--- src/hw/rtl/hlr_pkg.sv ---
// Shared types and constants for the histogram largest-rectangle block.
package hlr_pkg;

	localparam int MAX_BARS_DEF    = 1024;
	localparam int HEIGHT_BITS_DEF = 16;
	localparam int IN_H_W          = 16;
	localparam int AREA_W          = 26;
	localparam int POS_MAX_W       = 17;
	localparam int QUEUE_DEPTH     = 2;

	localparam logic [AREA_W-1:0] AREA_MAX = '1;

	typedef struct packed {
		logic [IN_H_W-1:0] height;
		logic              last;
	} bar_t;

	typedef struct packed {
		logic [AREA_W-1:0] max_area;
		logic              overflow;
	} res_t;

	typedef enum logic {
		OP_BAR,
		OP_SKIP
	} op_t;

	typedef struct packed {
		op_t                  op;
		logic                 last;
		logic [IN_H_W-1:0]    height;
		logic [POS_MAX_W-1:0] pos;
	} qent_t;

	typedef enum logic [2:0] {
		ST_IDLE,
		ST_POP,
		ST_FILL,
		ST_FLUSH,
		ST_DONE
	} st_t;

endpackage

--- src/hw/rtl/hlr_queue.sv ---
// Small FIFO between the front end and the stack engine.
module hlr_queue #(
	parameter int DEPTH = hlr_pkg::QUEUE_DEPTH
) (
	input  logic           clk,
	input  logic           arst_n,
	input  logic           push,
	input  hlr_pkg::qent_t push_ent,
	output logic           full,
	output logic           vld,
	input  logic           pop,
	output hlr_pkg::qent_t pop_ent
);
	import hlr_pkg::*;

	localparam int AW = (DEPTH > 1) ? $clog2(DEPTH) : 1;
	localparam int CW = $clog2(DEPTH + 1);

	qent_t         ent_q [DEPTH];
	logic [AW-1:0] wr_q;
	logic [AW-1:0] rd_q;
	logic [CW-1:0] cnt_q;
	logic          do_push;
	logic          do_pop;

	assign full    = (cnt_q == CW'(DEPTH));
	assign vld     = (cnt_q != '0);
	assign do_push = push && !full;
	assign do_pop  = pop && vld;
	assign pop_ent = ent_q[rd_q];

	always_ff @(posedge clk) begin
		if (do_push) begin
			ent_q[wr_q] <= push_ent;
		end
	end

	always_ff @(posedge clk or negedge arst_n) begin
		if (!arst_n) begin
			wr_q  <= '0;
			rd_q  <= '0;
			cnt_q <= '0;
		end else begin
			if (do_push) begin
				wr_q <= (wr_q == AW'(DEPTH - 1)) ? '0 : wr_q + AW'(1);
			end
			if (do_pop) begin
				rd_q <= (rd_q == AW'(DEPTH - 1)) ? '0 : rd_q + AW'(1);
			end
			if (do_push && !do_pop) begin
				cnt_q <= cnt_q + CW'(1);
			end else if (do_pop && !do_push) begin
				cnt_q <= cnt_q - CW'(1);
			end
		end
	end

endmodule

--- config.mk ---
export PLATFORM = sky130hd
export DESIGN_NAME = hlr_queue
export DESIGN_NICKNAME = d
export VERILOG_FILES = /design/src/hw/rtl/hlr_pkg.sv /design/src/hw/rtl/hlr_queue.sv
export SDC_FILE = /design/constraint.sdc
export NUM_CORES = 1
export LEC_CHECK = 0
export ABC_AREA = 1
export BUFFER_PORTS_ARGS = -buffer_cell sky130_fd_sc_hd__buf_2
export CORE_ASPECT_RATIO = 1.5
export CORE_MARGIN = 2
export CORE_UTILIZATION = 45
export CTS_CLUSTER_DIAMETER = 30
export DETAILED_ROUTE_END_ITERATION = 7
export MAX_ROUTING_LAYER = met4
export PLACE_DENSITY = 0.7
export REMOVE_ABC_BUFFERS = 1
export SLEW_MARGIN = 10
export SYNTH_ARGS = -nofsm -noshare
export SYNTH_HDL_FRONTEND = slang
export SYNTH_SLANG_ARGS = --single-unit
--- constraint.sdc ---
create_clock -name clk -period 5.21 [get_ports clk]
set_input_delay 1.042 -clock clk [delete_from_list [all_inputs] [get_ports clk]]
set_output_delay 1.042 -clock clk [all_outputs]
set_load 0.005 [all_outputs]
==> flow_summary.toml, run 1 <==
[route]
drt-met1-wl_um = 1760
first_pass_iters = 4
top_layer_used = "met4"
routed_via_density = 4.57
dr.first_iter.drc_count = 30
drc = 0
wl_met3_um = 323
postRouteWirelength_um = 4820
wl_met2_um = 2600
postRouteAntennaNets = 0
vias = 1711
drt-wirelength-per-cell_um = 12.9

[timing]
slew_viol_final = 0
fmax_mhz = 343
tightest_slew_ns = 1.00
setup_tns_ns = 0
fin_hold_ws_ns = 0.481
fin_crit_sh_pct = 55.9
hold_viol_final = 0
slew_headroom_pct = 32.9
finalCriticalPeriod_ns = 2.91
finalSetupViolations = 0
rsz0062_at_grt = "false"
timing.final.ws_setup_ns = 2.30
fin_skew_ns = 0.00659

[layout]
drive_above_1_share_pct = 36.7
syn2layout_area_growth_pct = 22.2
layout.nets = 335
n_fill_cell = 534
final_cell_mix = "nand2_1, buf_2, edfxtp_1"
diodes = 0
layout.area.seq_sq_um = 2200
final_common_cell = "nand2_1"
multi_input_area_sq_um = 539

[clock_tree]
cts_tree = "done"
htree_num_levels = 3
cts_sinks = 74
cts_buffer_depth = 2
postCtsResizedCells = 0
cts_hold_buf = 0
cts-root-buf = "clkbuf_8"
clk_pin_slew_ns = 0.07
postCtsSetupBuffers = 0
clk_latency_ns = 0.34
numCtsBuffers = 9

[grt]
grt_max_degree = 37
grt_util_all_layers_pct = 16.2
grt_pass1_wl_um = 7480
antenna_found_initial = 0
grt_pass1_vias = 1572
grt_remaining_overflow = 0

[yosys]
synth.distinct_cells = 18
synth_compound_area_share_pct = 0.176
synthCells = 214
synth_seq_cells = 74
synth_xor_area_share_pct = 0.308
synthesis.area_sq_um = 2850
synth_seq_area_share_pct = 77.4
yosys.area_share.simple_pct = 17.8
synth_top_family_by_area = "simple AND/OR/NAND/NOR gates"
ys_warn_count = 0
syn_area_per_cell_sq_um = 13.3
netlist.area_leader.share_pct = 73.8
synthAdderAreaFrac_pct = 0.440
synth_mux_area_share_pct = 0
synth_area_leaders = "edfxtp_1, nand2_1, dfrtp_1, nand2_2, buf_6"
yosysTopAreaCell = "edfxtp_1"

[critical_path]
reg2reg_slack_ns = 3.32
end_kind = "primary output"
critPathKind = "reg2out"
r2r_end = "ent_q[1][28]"
cpMostUsedCell = "nand2_1"
critical_path.max_fanout = 36
worstPathRequired_ns = 4.17
cp-start-kind = "flop"
cp_slowest_stage_delay_ns = 0.73
crit_chain = "buf_4 > inv_8 > nand2_1 > nand2_1 > buf_2"
r2r_start = "cnt_q[1]"
slowest_stage = "dfrtp_1"
cp.arrival_ns = 1.87
rr_worst_depth = 3

[pwr]
power.leakage_nw = 1.52
power.density_nw_per_um2 = 546
ir_drop_mv = 0.359

[place]
place_worst_setup_slack_ns = 2.64
dp_hpwl_um = 3170
gp_congestion = 0.729
io_buffers = 75

[hold_path]
hold_path.class = "reg2reg"
hold_depth = 2
holdPathEnd = "cnt_q[1]"
min_from = "cnt_q[1]"

[floorplanning]
core-area_sq_um = 6130
io_pins = 76
fp.dieH_um = 101
rows = 35
start_util_pct = 46.4
die_area_sq_um = 6990
die_w_um = 68.9

[run_status]
status = "completed"

[run]
maxCapViolCount = 0
==> worst max-delay path by stage <==
stage,from,end,slack [ns],cells past startpoint
finish,rd_q,pop_ent[16],2.30,5
detailed placement,rd_q,pop_ent[1],2.64,5
floorplan,push,ent_q[1][0],2.16,2
global route,rd_q,pop_ent[31],2.08,5
global placement,rd_q,pop_ent[16],2.66,5
CTS,rd_q,pop_ent[1],2.26,5
==> cell usage after synthesis <==
cell type,n
o21ai_0,1
nand2_2,13
dfrtp_1,4
nor2_2,1
nor2_4,1
inv_8,1
edfxtp_1,70
buf_6,4
inv_2,1
xnor2_1,1
nand2_1,103
inv_1,6
buf_8,1
nor2_1,1
buf_4,2
nand3_1,2
ha_1,1
nand4_1,1
==> critical path: cells and delay by family (launching register included) <==
family | cells | cell delay [ns]
flops | 1 | 0.73
simple gates | 2 | 0.15
buf+inv | 3 | 0.65
==> area by class of cell <==
cell class                 instances  share of cell area (%)
sequential                        74                    63.3
multi-input combinational        125                    15.5
timing repair buffer              77                    11.2
clock buffer                       9                    3.56
clock inverter                     7                    2.66
tap                               74                    2.66
inverter                           8                    1.08
==> state kept, by name, indices dropped and copies added (netlist names) <==
register  cells
ent_q        70
cnt_q         2
rd_q          1
wr_q          1
==> cells by family (layout without fill, tap and decap cells) <==
logic type                 count (synthesis)  in the layout
AOI/OAI and AO/OA                          1              1
and+or+nand+nor                          122            122
buffers and inverters                     15            101
DFF                                       74             74
xor gates and xnor gates                   1              1
adders and majority gates                  1              1
==> metrics by stage <==
step / instance area, sq um / utilization (%) / total power (W) / instances
2_1_floorplan: 2770 / - / 0.00120 / 207
3_3_place_gp: 3260 / 53.2 / 0.00144 / 358
3_5_place_dp: 3260 / 53.2 / 0.00146 / 358
4_1_cts: 3480 / 56.7 / 0.00193 / 374
5_1_grt: 3480 / 56.7 / 0.00205 / 374
6_report: 3480 / 56.7 / 0.00190 / 374
==> metal layers <==
| metal | vias to the layer above | global-route usage, % |
|---|---|---|
| li1 | 879 | - |
| met1 | 773 | 17.8 |
| met2 | 49 | 24.9 |
| met3 | 10 | 6.78 |
| met4 | 0 | 7.84 |
| met5 | - | - |
==> power breakdown <==
part	internal [W]	switching, W
registers	0.000814	0.0000599
logic	0.000210	0.000347
clock network	0.000268	0.000200
total	0.00129	0.000606
(Power assumes the default switching activity.)
==> run 2: changes to the inputs <==
--- a/config.mk
+++ b/config.mk
@@ -5,7 +5,7 @@
 export SDC_FILE = /design/constraint.sdc
 export NUM_CORES = 1
 export LEC_CHECK = 0
-export ABC_AREA = 1
+export ABC_AREA = 0
 export BUFFER_PORTS_ARGS = -buffer_cell sky130_fd_sc_hd__buf_2
 export CORE_ASPECT_RATIO = 1.5
 export CORE_MARGIN = 2
==> constraint.sdc (replaced) <==
create_clock -name clk -period 2.8 [get_ports clk]
set_input_delay 0.56 -clock clk [delete_from_list [all_inputs] [get_ports clk]]
set_output_delay 0.56 -clock clk [all_outputs]
set_load 0.005 [all_outputs]
==> run 2 against run 1 <==
  * Worst setup slack worse by 1.8 ns
  * Combinational power rose by 100%
  * Final area rose by 1.6%
  * Register-to-register slack lost 2.2 ns
  * Clock skew is essentially flat
  * Synthesized cell count shrank 40%
  * Sequential share of layout area is 0.95 points lower
==> flow_summary.toml, run 2 <==
[timing]
fin_skew_ns = 0.00699
finalSetupViolations = 0
fin_hold_ws_ns = 0.0239
tightest_slew_ns = 0.838
slew_headroom_pct = 44.1
rsz0062_at_grt = "false"
fin_crit_sh_pct = 81.0
fmax_mhz = 441
setup_tns_ns = 0
hold_viol_final = 0
finalCriticalPeriod_ns = 2.27
slew_viol_final = 0

[grt]
antenna_found_initial = 0
grt_util_all_layers_pct = 12.7
busiest_layer = "met2"
use_met2_pct = 21.0
grt_remaining_overflow = 0
grt_pass1_wl_um = 6350
grt_pass1_vias = 1297
gr-usage-met1_pct = 13.9
use_met3_pct = 4.14
grt_max_degree = 36

[clock_tree]
cts_hold_buf = 0
postCtsSetupBuffers = 0
cts-root-buf = "clkbuf_8"
postCtsResizedCells = 0
cts_tree = "done"
clk_latency_ns = 0.34
cts_buffer_depth = 2
cts_sinks = 74
numCtsBuffers = 9
clk_pin_slew_ns = 0.07
htree_num_levels = 3

[floorplanning]
rows = 35
start_util_pct = 46.6
die_w_um = 69.3
core-area_sq_um = 6170
fp.dieH_um = 102
io_pins = 76
die_area_sq_um = 7060

[place]
placed_cell_area_sq_um = 3330
dp_hpwl_um = 2990
gp_congestion = 0.689
io_buffers = 75

[critical_path]
critPathKind = "reg2out"
slowest_stage = "dfrtp_2"
crit_chain = "buf_4 > mux2_2 > buf_2"
end_kind = "primary output"
cp_slowest_stage_delay_ns = 0.59
critical_path.max_fanout = 12
rr_worst_depth = 4
worstPathRequired_ns = 2.24
cp.arrival_ns = 1.71
cp-start-kind = "flop"

[layout]
largest-register = "ent_q"
syn2layout_area_growth_pct = 22.8
final_design_area_no_fill_sq_um = 3530
drive_above_1_share_pct = 61.0
final_cell_mix = "buf_2, edfxtp_1, mux2_4"
layout.nets = 253
diodes = 0
final_common_cell = "buf_2"
largest_reg_flops = 70
reg_top3 = "ent_q x70, cnt_q x2"

[yosys]
synth_seq_cells = 74
ys_top_cells_by_count = "edfxtp_1, mux2_4, mux2_2"
synth.distinct_cells = 16
ys_warn_count = 0
synthCells = 128
netlist.area_leader.share_pct = 73.1
yosysTopAreaCell = "edfxtp_1"
synth-async-reset-ratio_pct = 5.41
synth_edf_count = 70
synthesis.area_sq_um = 2880
syn_area_per_cell_sq_um = 22.5
synth_seq_area_share_pct = 76.6
dominantRegCellSynth = "edfxtp_1"
post-synth-top-count-cell = "edfxtp_1"
synth_area_leaders = "edfxtp_1, mux2_4, dfrtp_1, mux2_2, buf_12"

[route]
postRouteAntennaNets = 0
routed_via_density = 4.78
drt-wirelength-per-cell_um = 15.0
first_pass_iters = 4
postRouteWirelength_um = 4380
drc = 0
dr.first_iter.drc_count = 104
vias = 1396

[pwr]
power.leakage_nw = 1.43
ir_drop_mv = 0.641
power.density_nw_per_um2 = 1010

[run_status]
status = "completed"

[run]
maxCapViolCount = 0

[hold_path]
hold_path.class = "in2async"
==> run 2: worst max-delay path, delay by kind of cell (launching register included) <==
| kind | cells | cell delay [ns] |
|---|---|---|
| flops | 1 | 0.59 |
| buf+inv | 2 | 0.43 |
| mux | 1 | 0.36 |
==> run 2: kinds of logic after synthesis <==
logic type,count (synthesis),synth area share [%]
DFF,74,76.6
xor gates and xnor gates,5,1.52
adders and majority gates,1,0.435
buffers and inverters,6,2.74
and+or+nand+nor,7,1.26
muxes,35,17.5
==> run 2: cell type report <==
cell class	count	area (sq um)
fill	466	2640
sequential	74	2200
multi-input combinational	48	604
timing repair buffer	78	423
clock buffer	9	124
tap	74	92.6
clock inverter	7	78.8
inverter	2	7.51
==> run 2: power by group <==
group | switching, W | total (W) | internal, W
registers | 0.000116 | 0.00164 | 0.00152
clock network | 0.000393 | 0.000809 | 0.000417
logic | 0.000471 | 0.00111 | 0.000635
total | 0.000980 | 0.00355 | 0.00257
==> run 2: final timing paths <==
kind                            slack [ns]           end          from
worst max-delay path                  0.53   pop_ent[14]          rd_q
worst max register to register        1.10  ent_q[0][24]      cnt_q[0]
min in group clk                      0.41  ent_q[0][14]  push_ent[14]
worst min-delay path                  0.02          rd_q        arst_n
worst min register to register        0.50      cnt_q[1]      cnt_q[1]
max in group asynchronous             2.64          rd_q        arst_n
==> run 2: metrics by stage <==
step	power (W)	setup WS (ns)	util [%]	instances
floorplan	0.00236	0.246	-	124
global placement	0.00277	0.900	53.9	276
finish	0.00355	0.532	57.2	292
detailed placement	0.00279	0.862	53.9	276
global route	0.00374	0.453	57.2	292
CTS	0.00360	0.496	57.2	292
==> run 2: per-layer routing <==
layer  vias to the layer above  share of wire, %
li1                        661                 -
met1                       691                41
met2                        40                54
met3                         4               4.7
met4                         0               1.0
met5                         -                 0
