==> src/hw/rtl/hlr_pkg.sv <==
// Shared types and constants for the histogram largest-rectangle block.
package hlr_pkg;

	localparam int MAX_BARS_DEF    = 1024;
	localparam int HEIGHT_BITS_DEF = 16;
	localparam int IN_H_W          = 16;
	localparam int AREA_W          = 26;
	localparam int POS_MAX_W       = 17;
	localparam int QUEUE_DEPTH     = 2;

	localparam logic [AREA_W-1:0] AREA_MAX = '1;

	typedef struct packed {
		logic [IN_H_W-1:0] height;
		logic              last;
	} bar_t;

	typedef struct packed {
		logic [AREA_W-1:0] max_area;
		logic              overflow;
	} res_t;

	typedef enum logic {
		OP_BAR,
		OP_SKIP
	} op_t;

	typedef struct packed {
		op_t                  op;
		logic                 last;
		logic [IN_H_W-1:0]    height;
		logic [POS_MAX_W-1:0] pos;
	} qent_t;

	typedef enum logic [2:0] {
		ST_IDLE,
		ST_POP,
		ST_FILL,
		ST_FLUSH,
		ST_DONE
	} st_t;

endpackage

==> src/hw/rtl/hlr_front.sv <==
// Front end: takes bar beats, assigns positions and marks bars beyond the stack depth.
module hlr_front #(
	parameter int MAX_BARS    = hlr_pkg::MAX_BARS_DEF,
	parameter int HEIGHT_BITS = hlr_pkg::HEIGHT_BITS_DEF
) (
	input  logic          clk,
	input  logic          arst_n,
	input  logic          bar_valid,
	output logic          bar_stall,
	input  hlr_pkg::bar_t bar_data,
	input  logic          q_full,
	output logic          q_push,
	output hlr_pkg::qent_t q_ent
);
	import hlr_pkg::*;

	localparam int PW = $clog2(MAX_BARS + 1);
	localparam int HW = (HEIGHT_BITS < IN_H_W) ? HEIGHT_BITS : IN_H_W;

	logic [PW-1:0] pos_q;
	logic          full_bars;

	assign bar_stall = q_full;
	assign q_push    = bar_valid && !q_full;
	assign full_bars = (pos_q == PW'(MAX_BARS));

	always_comb begin
		q_ent.op     = full_bars ? OP_SKIP : OP_BAR;
		q_ent.last   = bar_data.last;
		q_ent.height = IN_H_W'(bar_data.height[HW-1:0]);
		q_ent.pos    = POS_MAX_W'(pos_q);
	end

	always_ff @(posedge clk or negedge arst_n) begin
		if (!arst_n) begin
			pos_q <= '0;
		end else if (q_push) begin
			if (bar_data.last) begin
				pos_q <= '0;
			end else if (!full_bars) begin
				pos_q <= pos_q + PW'(1);
			end
		end
	end

endmodule

==> config.mk <==
export PLATFORM = sky130hd
export DESIGN_NAME = hlr_front
export DESIGN_NICKNAME = d
export VERILOG_FILES = /design/src/hw/rtl/hlr_pkg.sv /design/src/hw/rtl/hlr_front.sv
export SDC_FILE = /design/constraint.sdc
export NUM_CORES = 1
export LEC_CHECK = 0
export BUFFER_PORTS_ARGS = -buffer_cell sky130_fd_sc_hd__buf_2
export CAP_MARGIN = 10
export CORE_AREA = 2 2 47 49
export CTS_BUF_LIST = sky130_fd_sc_hd__clkbuf_2 sky130_fd_sc_hd__clkbuf_4 sky130_fd_sc_hd__clkbuf_8
export CTS_CLUSTER_DIAMETER = 50
export DETAILED_ROUTE_END_ITERATION = 10
export DIE_AREA = 0 0 49 51
export GPL_TIMING_DRIVEN = 0
export PLACE_DENSITY_LB_ADDON = 0.3
export REMOVE_ABC_BUFFERS = 1
export SLEW_MARGIN = 20
export SYNTH_ARGS = -nofsm -noshare
export SYNTH_HDL_FRONTEND = slang
export SYNTH_SLANG_ARGS = --single-unit
==> constraint.sdc <==
create_clock -name clk -period 3.5 [get_ports clk]
set_input_delay 0.35 -clock clk [delete_from_list [all_inputs] [get_ports clk]]
set_output_delay 0.35 -clock clk [all_outputs]
set_load 0.005 [all_outputs]
==> flow_summary.ini, run 1 <==
[yosys]
synthCells = 105
ys_seq_area_share_pct = 31.98
synthXorXnorAreaFrac_pct = 1.017
ys_types = 27
synth.area.mux_share_pct = 2.326
synth_top_family_by_area = buffers and inverters
ys_async_sr_fraction_pct = 100.0
synth-compound-area-share_pct = 11.34
yosys.area_share.adder_pct = 2.907
avgSynthCellArea_um2 = 8.198
ys.flop_type = dfrtp_1
synth_area_leaders = dfrtp_1 (32%), buf_4 (24%), nand2_1 (5.7%)
synth_edf_count = 0
yosys_warnings = 0
synthesis.area_um2 = 860.8
ys_ff_latch = 11
synth.most_common_cell = buf_4
synth_top_area_share_pct = 31.98
synth_commonest_cells = buf_4 (27), nand2_1 (13), dfrtp_1 (11)
synthSimpleGateAreaFrac_pct = 23.40
yosys.area.top_type = dfrtp_1

[setup_path]
crit_type = register to output port
cp_num_buf_inv = 2
max_stage_delay_ps = 450
worst_path_max_delay_cell = dfrtp_1
startpoint = pos_q[7]
crit_cells = 4
required_ps = 3150
critPathCaptureType = output port
ff2ff_setup_slack_ps = 1810
endpoint = q_ent[34]
arrival_ps = 1530
path_cells = nor4_1 -> nand4_1 -> inv_1 -> buf_2
regToRegEndpoint = pos_q[10]
reg2regPathDepth = 5
crit_family = simple AND/OR/NAND/NOR gates
crit_path_start_kind = register
path_max_fanout = 7
rr_startpoint = pos_q[0]

[clocking]
cts.sinks = 11
hold_buffers = 1
cts_resized = 0
cts_tree = built
cts_root_buf = clkbuf_4
post_cts_buffers = 0
clkTransAtPathRegs_ps = 80
clockBufferDepth = 2
clk_latency_ps = 270
h-tree-depth = 1
numCtsBuffers = 3

[placement]
detailed_place_hpwl_um = 1320
dpl.cell_count = 128
post-place-ws_ps = 1725
io_buffers = 19
place_congestion = 0.6739

[power_and_ir_drop]
leakage_uw = 0.0003887
peakVddDrop_v = 0.0001790
p_per_area_nw_per_um2 = 432.2

[detailed_routing]
num_vias = 685
drt-vias-per-instance = 5.150
wire_per_inst_um = 14.05
drc = 0
drtIter0Drc = 11
dr.pass1.iters = 4
ant_nets = 0
drt_wl_total_um = 1869

[global_route]
grt_use_met3_pct = 8.187
gr-usage-met1_pct = 19.63
track_usage_pct = 15.92
gr-usage-met2_pct = 23.06
grt_max_degree = 23
antenna_found_initial = 0
grt_pass1_wl_um = 3042
gr-total-overflow = 0
top_usage_layer = met2
grt_pass1_vias = 647

[sta]
hold_viol = 0
worst_pin_slew_ps = 784.8
fin_tns_setup_ps = 0
fmax_ghz = 0.5321
clock_skew_ps = 4.490
finalMaxSlewViolations = 0
setup_viol = 0
finalHoldWorstSlack_ps = 471.7
maxSlewHeadroom_pct = 47.68
rsz0062_at_grt = no
fin_crit_ps = 1879
fin_crit_sh_pct = 53.69
post-route-worst-setup-slack_ps = 1621

[layout]
diodes = 0
drive_above_1_share_pct = 23.81
fin_nets = 129
largest_reg_flops = 11
syn_to_final_growth_pct = -2.471
reg_top3 = pos_q: 11 flops
top_register = pos_q
fillCellCount = 221
finalNonFillerCells = 133

[hold_path]
min_path_type = input port to register

[die]
initial_utilization_pct = 41.72
pin_count = 58
die_x_um = 49
core_area_um2 = 2063
die-height_um = 51
dieArea_um2 = 2499
num_rows = 17

[run]
drv_cap = 0

[status]
run_status = completed
layer usage:
metal,wire length [um],vias to the layer above
met2,803,38
met5,0,-
li1,-,332
met4,0,0
met3,191,0
met1,875,315
power breakdown:
part | switching (uW) | internal (uW) | total (uW) | leakage [uW]
clock network | 45.0 | 51.8 | 96.8 | 0.0000184
registers | 36.3 | 147 | 183 | 0.000132
logic | 42.0 | 40.6 | 82.6 | 0.000238
worst min-delay path by stage:
stage	start	end	cells past startpoint
after CTS	bar_data[0]	pos_q[9]	2
final	bar_data[0]	pos_q[9]	2
after detailed placement	arst_n	pos_q[6]	1
after global placement	arst_n	pos_q[6]	1
after floorplan	arst_n	pos_q[0]	0
after global routing	bar_data[0]	pos_q[9]	2
stage by stage:
stage          cell area (um2)  total power (uW)  util [%]
2_1_floorplan            669.4             225.4         -
3_3_place_gp             799.5             264.3     38.75
3_5_place_dp             799.5             268.2     38.75
4_1_cts                  839.6             366.7     40.69
5_1_grt                  839.6             389.1     40.69
6_report                 839.6             362.9     40.69
layout by cell type (no fill, tap or decap), types with 2 or more instances in the layout:
cell type | synthesis | final
a21oi_1 | 3 | 3
nor2_1 | 5 | 5
nor3_1 | 4 | 4
conb_1 | 1 | 6
o21ai_0 | 6 | 6
inv_1 | 5 | 5
ha_1 | 2 | 2
nand3_1 | 3 | 3
nand4_1 | 2 | 2
nand2_1 | 13 | 13
o311ai_0 | 2 | 2
clkbuf_4 | 0 | 4
nor2b_1 | 2 | 2
dfrtp_1 | 11 | 11
buf_2 | 0 | 19
nor4_1 | 5 | 5
mux2i_1 | 2 | 2
cells by family after synthesis:
| family | Yosys count |
|---|---|
| AOI/OAI and AO/OA | 15 |
| xor gates and xnor gates | 1 |
| adders and majority gates | 2 |
| buffers and inverters | 34 |
| DFF | 11 |
| muxes | 2 |
| other | 1 |
| and+or+nand+nor | 39 |
layout make-up:
type / instances / area, um2 / share of cell area [%]
Timing Repair Buffer: 20 / 105.1 / 12.52
Clock buffer: 4 / 30.03 / 3.577
Tap cell: 28 / 35.03 / 4.173
Sequential cell: 11 / 275.3 / 32.79
Multi-Input combinational cell: 65 / 375.4 / 44.71
Inverter: 5 / 18.77 / 2.235
Note: power is estimated with default switching activity, not from simulation.
==> run 2: changes to the inputs <==
--- a/config.mk
+++ b/config.mk
@@ -5,13 +5,14 @@
 export SDC_FILE = /design/constraint.sdc
 export NUM_CORES = 1
 export LEC_CHECK = 0
+export ABC_AREA = 1
 export BUFFER_PORTS_ARGS = -buffer_cell sky130_fd_sc_hd__buf_2
 export CAP_MARGIN = 10
-export CORE_AREA = 2 2 47 49
+export CORE_AREA = 2 2 50 52
 export CTS_BUF_LIST = sky130_fd_sc_hd__clkbuf_2 sky130_fd_sc_hd__clkbuf_4 sky130_fd_sc_hd__clkbuf_8
 export CTS_CLUSTER_DIAMETER = 50
 export DETAILED_ROUTE_END_ITERATION = 10
-export DIE_AREA = 0 0 49 51
+export DIE_AREA = 0 0 52 54
 export GPL_TIMING_DRIVEN = 0
 export PLACE_DENSITY_LB_ADDON = 0.3
 export REMOVE_ABC_BUFFERS = 1
==> constraint.sdc (replaced) <==
create_clock -name clk -period 1.77 [get_ports clk]
set_input_delay 0.177 -clock clk [delete_from_list [all_inputs] [get_ports clk]]
set_output_delay 0.177 -clock clk [all_outputs]
set_load 0.005 [all_outputs]
==> flow_summary.ini, run 2 <==
[status]
run_status = completed

[layout]
syn_to_final_growth_pct = -1.715
final_util_pct = 40.18
fin_nets = 161
drive_above_1_share_pct = 25.55
layout_common_cells = nand2_1 (39), buf_2 (19), inv_1 (16)
largest_reg_flops = 11
reg_top3 = pos_q: 11 flops
layout_commonest_cell = nand2_1
diodes = 0
top_register = pos_q

[yosys]
synth_edf_count = 0
synthXorXnorAreaFrac_pct = 1.847
synth_commonest_cells = nand2_1 (39), buf_4 (25), inv_1 (16)
ys.flop_type = dfrtp_1
synthSimpleGateAreaFrac_pct = 31.53
synth_top_family_by_area = simple AND/OR/NAND/NOR gates
synth_area_leaders = dfrtp_1 (29%), buf_4 (20%), nand2_1 (15%)
yosys.area.top_type = dfrtp_1
synthesis.area_um2 = 948.4
ys_types = 20
ys_async_sr_fraction_pct = 100.0
synth.most_common_cell = nand2_1
yosys_warnings = 0
synth.area.mux_share_pct = 0
ys_ff_latch = 11
synthCells = 134
synth_top_area_share_pct = 29.02
avgSynthCellArea_um2 = 7.078
synth-compound-area-share_pct = 6.332
ys_seq_area_share_pct = 29.02
yosys.area_share.adder_pct = 2.639

[detailed_routing]
met2_length_um = 957
met1Wirelength_um = 880
dr.pass1.iters = 4
top_layer_used = met4
num_vias = 772
drt_wl_total_um = 2060
ant_nets = 0
drtIter0Drc = 13
drc = 0
route.met3.wl_um = 208
wire_per_inst_um = 12.34
drt-vias-per-instance = 4.623

[global_route]
gr-total-overflow = 0
grt_pass1_wl_um = 3243
track_usage_pct = 16.21
grt_pass1_vias = 732
grt_max_degree = 15
antenna_found_initial = 0

[sta]
fin_tns_setup_ps = 0
fmax_ghz = 0.6168
hold_viol = 0
fin_crit_ps = 1621
fin_crit_sh_pct = 91.60
setup_viol = 0
rsz0062_at_grt = no
finalMaxSlewViolations = 0
clock_skew_ps = 4.285

[setup_path]
required_ps = 1590
crit_type = register to output port
path_max_fanout = 6
crit_path_start_kind = register
arrival_ps = 1440
critPathCaptureType = output port

[clocking]
cts_root_buf = clkbuf_4
clkTransAtPathRegs_ps = 80
hold_buffers = 1
cts_tree = built
h-tree-depth = 1
cts.sinks = 11
numCtsBuffers = 3
clk_latency_ps = 270
clockBufferDepth = 2
post_cts_buffers = 0
cts_resized = 0

[die]
dieArea_um2 = 2808
pin_count = 58
core_area_um2 = 2320
die_x_um = 52
num_rows = 18
die-height_um = 54
initial_utilization_pct = 40.88

[power_and_ir_drop]
peakVddDrop_v = 0.0002471
p_per_area_nw_per_um2 = 583.5
leakage_uw = 0.0005143

[placement]
place_congestion = 0.8858
detailed_place_hpwl_um = 1577
io_buffers = 19

[run]
drv_cap = 0

[hold_path]
min_path_type = input port to asynchronous set/reset pin
-- run 2: cell count changes after synthesis, moves of 3 or more --
cell,before,now
nor4_1,5,0
inv_1,5,16
nor3_1,4,1
nor2_1,5,11
a21oi_1,3,0
nand2_1,13,39
o21ai_2,0,4
nand3_1,3,8
-- run 2: cell type report --
type | count | area (um2)
fillers | 261 | 1388
multi-input cells | 86 | 424.2
flip-flops and latches | 11 | 275.3
repair buffers | 20 | 105.1
inverters | 16 | 60.06
well taps | 30 | 37.54
clock buffers | 4 | 30.03
-- run 2: per-layer routing --
| layer | vias to the layer above | track usage (%) |
|---|---|---|
| li1 | 384 | - |
| met1 | 352 | 18.72 |
| met2 | 34 | 24.89 |
| met3 | 2 | 7.778 |
| met4 | 0 | 6.579 |
| met5 | - | 8.333 |
-- run 2: kinds of logic (layout without fill, tap and decap cells) --
logic type,Yosys count,after routing
simple gates,67,67
other cells,1,6
flops,11,11
compound gates,9,9
buf+inv,42,40
fa+ha+maj,2,2
xor+xnor,2,2
-- run 2: critical path: stages, from the launching register on --
cell and delay, ps:
dfrtp_1 450, inv_1 80, ha_1 130, nand2_1 50, nor3_2 180, nand2_1 120
inv_1 60, buf_2 100
-- run 2: worst paths after layout --
kind / startpoint / to / slack [ps] / cells after the start
min reg2reg: pos_q[8] / pos_q[8] / 550 / 2
max: pos_q[0] / q_ent[34] / 150 / 7
max in group asynchronous: arst_n / pos_q[9] / 1260 / 2
min in group clk: bar_data[0] / pos_q[2] / 300 / 4
min: arst_n / pos_q[4] / 300 / 2
max reg2reg: pos_q[0] / pos_q[1] / 270 / 9
-- run 2: stage by stage --
step	total power, uW	cells	hold WS, ps	setup slack, ps	instance area [um2]
floorplan	322.3	113	-118.6	448.4	759.5
global route	571.5	167	320.1	23.81	932.1
CTS	550.0	167	292.3	134.7	932.1
global placement	353.3	162	64.95	274.1	892.1
detailed placement	355.5	162	71.06	258.4	892.1
finish	543.9	167	297.4	148.7	932.1
-- run 2: report_power, final --
group          switching, uW  leakage, uW  total, uW  internal [uW]
Combinational           43.5     0.000344       73.7           30.3
Sequential              16.2     0.000152        277            261
Clock                   90.2    0.0000184        193            103
Total                    150     0.000514        544            394
==> run 3: changes to the inputs <==
--- a/config.mk
+++ b/config.mk
@@ -8,11 +8,12 @@
 export ABC_AREA = 1
 export BUFFER_PORTS_ARGS = -buffer_cell sky130_fd_sc_hd__buf_2
 export CAP_MARGIN = 10
-export CORE_AREA = 2 2 50 52
-export CTS_BUF_LIST = sky130_fd_sc_hd__clkbuf_2 sky130_fd_sc_hd__clkbuf_4 sky130_fd_sc_hd__clkbuf_8
+export CELL_PAD_IN_SITES_DETAIL_PLACEMENT = 0
+export CELL_PAD_IN_SITES_GLOBAL_PLACEMENT = 1
+export CORE_AREA = 2 2 62 64
 export CTS_CLUSTER_DIAMETER = 50
 export DETAILED_ROUTE_END_ITERATION = 10
-export DIE_AREA = 0 0 52 54
+export DIE_AREA = 0 0 64 66
 export GPL_TIMING_DRIVEN = 0
 export PLACE_DENSITY_LB_ADDON = 0.3
 export REMOVE_ABC_BUFFERS = 1
==> flow_summary.ini, run 3 (synthesized netlist as in run 2, its figures left out) <==
[placement]
place_congestion = 0.7472
io_buffers = 19
detailed_place_hpwl_um = 1702

[die]
num_rows = 22
die_x_um = 64
pin_count = 58
dieArea_um2 = 4224
die-height_um = 66
initial_utilization_pct = 26.71
core_area_um2 = 3551

[detailed_routing]
dr.pass1.iters = 4
ant_nets = 0
drtIter0Drc = 10
drt_wl_total_um = 2214
num_vias = 759
drt-vias-per-instance = 4.103
wire_per_inst_um = 11.97
drc = 0

[setup_path]
path_max_fanout = 6
required_ps = 1590
path_cells = inv_1 -> ha_1 -> nand2_1 -> nor3_2 -> nand2_1 -> inv_1 -> buf_2
arrival_ps = 1420
crit_type = register to output port
worst_path_max_delay_cell = dfrtp_2
critPathCaptureType = output port
crit_path_start_kind = register
max_stage_delay_ps = 450

[layout]
syn_to_final_growth_pct = 0.3957
diodes = 0
layout_common_cells = nand2_1 (39), buf_2 (19), inv_1 (16)
reg_top3 = pos_q: 11 flops
layout_commonest_cell = nand2_1
fin_nets = 161
top_register = pos_q
final_util_pct = 26.81
largest_reg_flops = 11
drive_above_1_share_pct = 25.55

[clocking]
clk_latency_ps = 270
clkTransAtPathRegs_ps = 80
numCtsBuffers = 3
clockBufferDepth = 2
cts.sinks = 11
cts_tree = built
h-tree-depth = 1
cts_root_buf = clkbuf_4

[sta]
fin_tns_setup_ps = 0
setup_viol = 0
clock_skew_ps = 9.592
rsz0062_at_grt = no
fin_crit_ps = 1600
fin_crit_sh_pct = 90.39
finalMaxSlewViolations = 0
hold_viol = 0
fmax_ghz = 0.6250

[power_and_ir_drop]
peakVddDrop_v = 0.0002867
p_per_area_nw_per_um2 = 558.4
p_total_uw = 531.7
leakage_uw = 0.0005096

[global_route]
grt_pass1_wl_um = 3939
track_usage_pct = 12.26
gr-total-overflow = 0
antenna_found_initial = 0
grt_max_degree = 15
grt_pass1_vias = 804

[run]
drv_cap = 0

[hold_path]
min_path_type = input port to register

[status]
run_status = completed
-- run 3: final cells by class --
cell class / count / area (um2)
Clock buffer: 4 / 26.28
Fill cell: 416 / 2599
Inverter: 16 / 60.06
Multi-Input combinational cell: 86 / 424.2
Sequential cell: 11 / 276.5
Tap cell: 48 / 60.06
Timing Repair Buffer: 20 / 105.1
-- run 3: stage by stage --
step | hold slack (ps) | std cells | area (um2) | worst slack [ps]
after global placement | 79.65 | 180 | 914.6 | 244.0
after detailed placement | 79.85 | 180 | 914.6 | 251.8
final | 273.6 | 185 | 952.2 | 170.0
after floorplan | -118.6 | 113 | 759.5 | 448.4
after global routing | 318.8 | 185 | 952.2 | 18.92
after CTS | 271.4 | 185 | 950.9 | 114.8
-- run 3: worst max-delay path, delay by kind of cell, from the launching register on --
kind	cells	cell delay, ps
and+or+nand+nor	3	340
adders and majority gates	1	130
buffers and inverters	3	230
DFF	1	450
-- run 3: repair_timing --
action	4_1_cts	5_1_grt
resized for setup	0	1
hold buffers	1	0
hold endpoints to repair	11	0
setup buffers	0	0
endpoints found under the setup margin	0	1
-- run 3: per-layer routing --
metal / track usage [%] / vias up / share of wire [%] / routed length [um]
li1: - / 383 / - / -
met1: 14.67 / 332 / 45 / 996
met2: 17.58 / 42 / 40 / 894
met3: 8.348 / 2 / 14 / 309
met4: 2.446 / 0 / 0.59 / 13
met5: 5.556 / - / 0 / 0
-- run 3: worst paths after layout --
kind / depth (start not counted) / from / slack [ps] / endpoint
max in group asynchronous: 2 / arst_n / 1210 / pos_q[0]
min: 4 / bar_data[0] / 270 / pos_q[6]
min reg2reg: 1 / pos_q[0] / 530 / pos_q[0]
min in group asynchronous: 2 / arst_n / 310 / pos_q[6]
max: 7 / pos_q[0] / 170 / q_ent[34]
max reg2reg: 9 / pos_q[0] / 270 / pos_q[1]
-- run 3: where the power goes --
| group | total, uW | switching, uW | internal [uW] |
|---|---|---|---|
| Clock | 178 | 91.0 | 87.3 |
| Sequential | 280 | 17.6 | 262 |
| Combinational | 73.8 | 43.5 | 30.4 |
| Total | 532 | 152 | 380 |
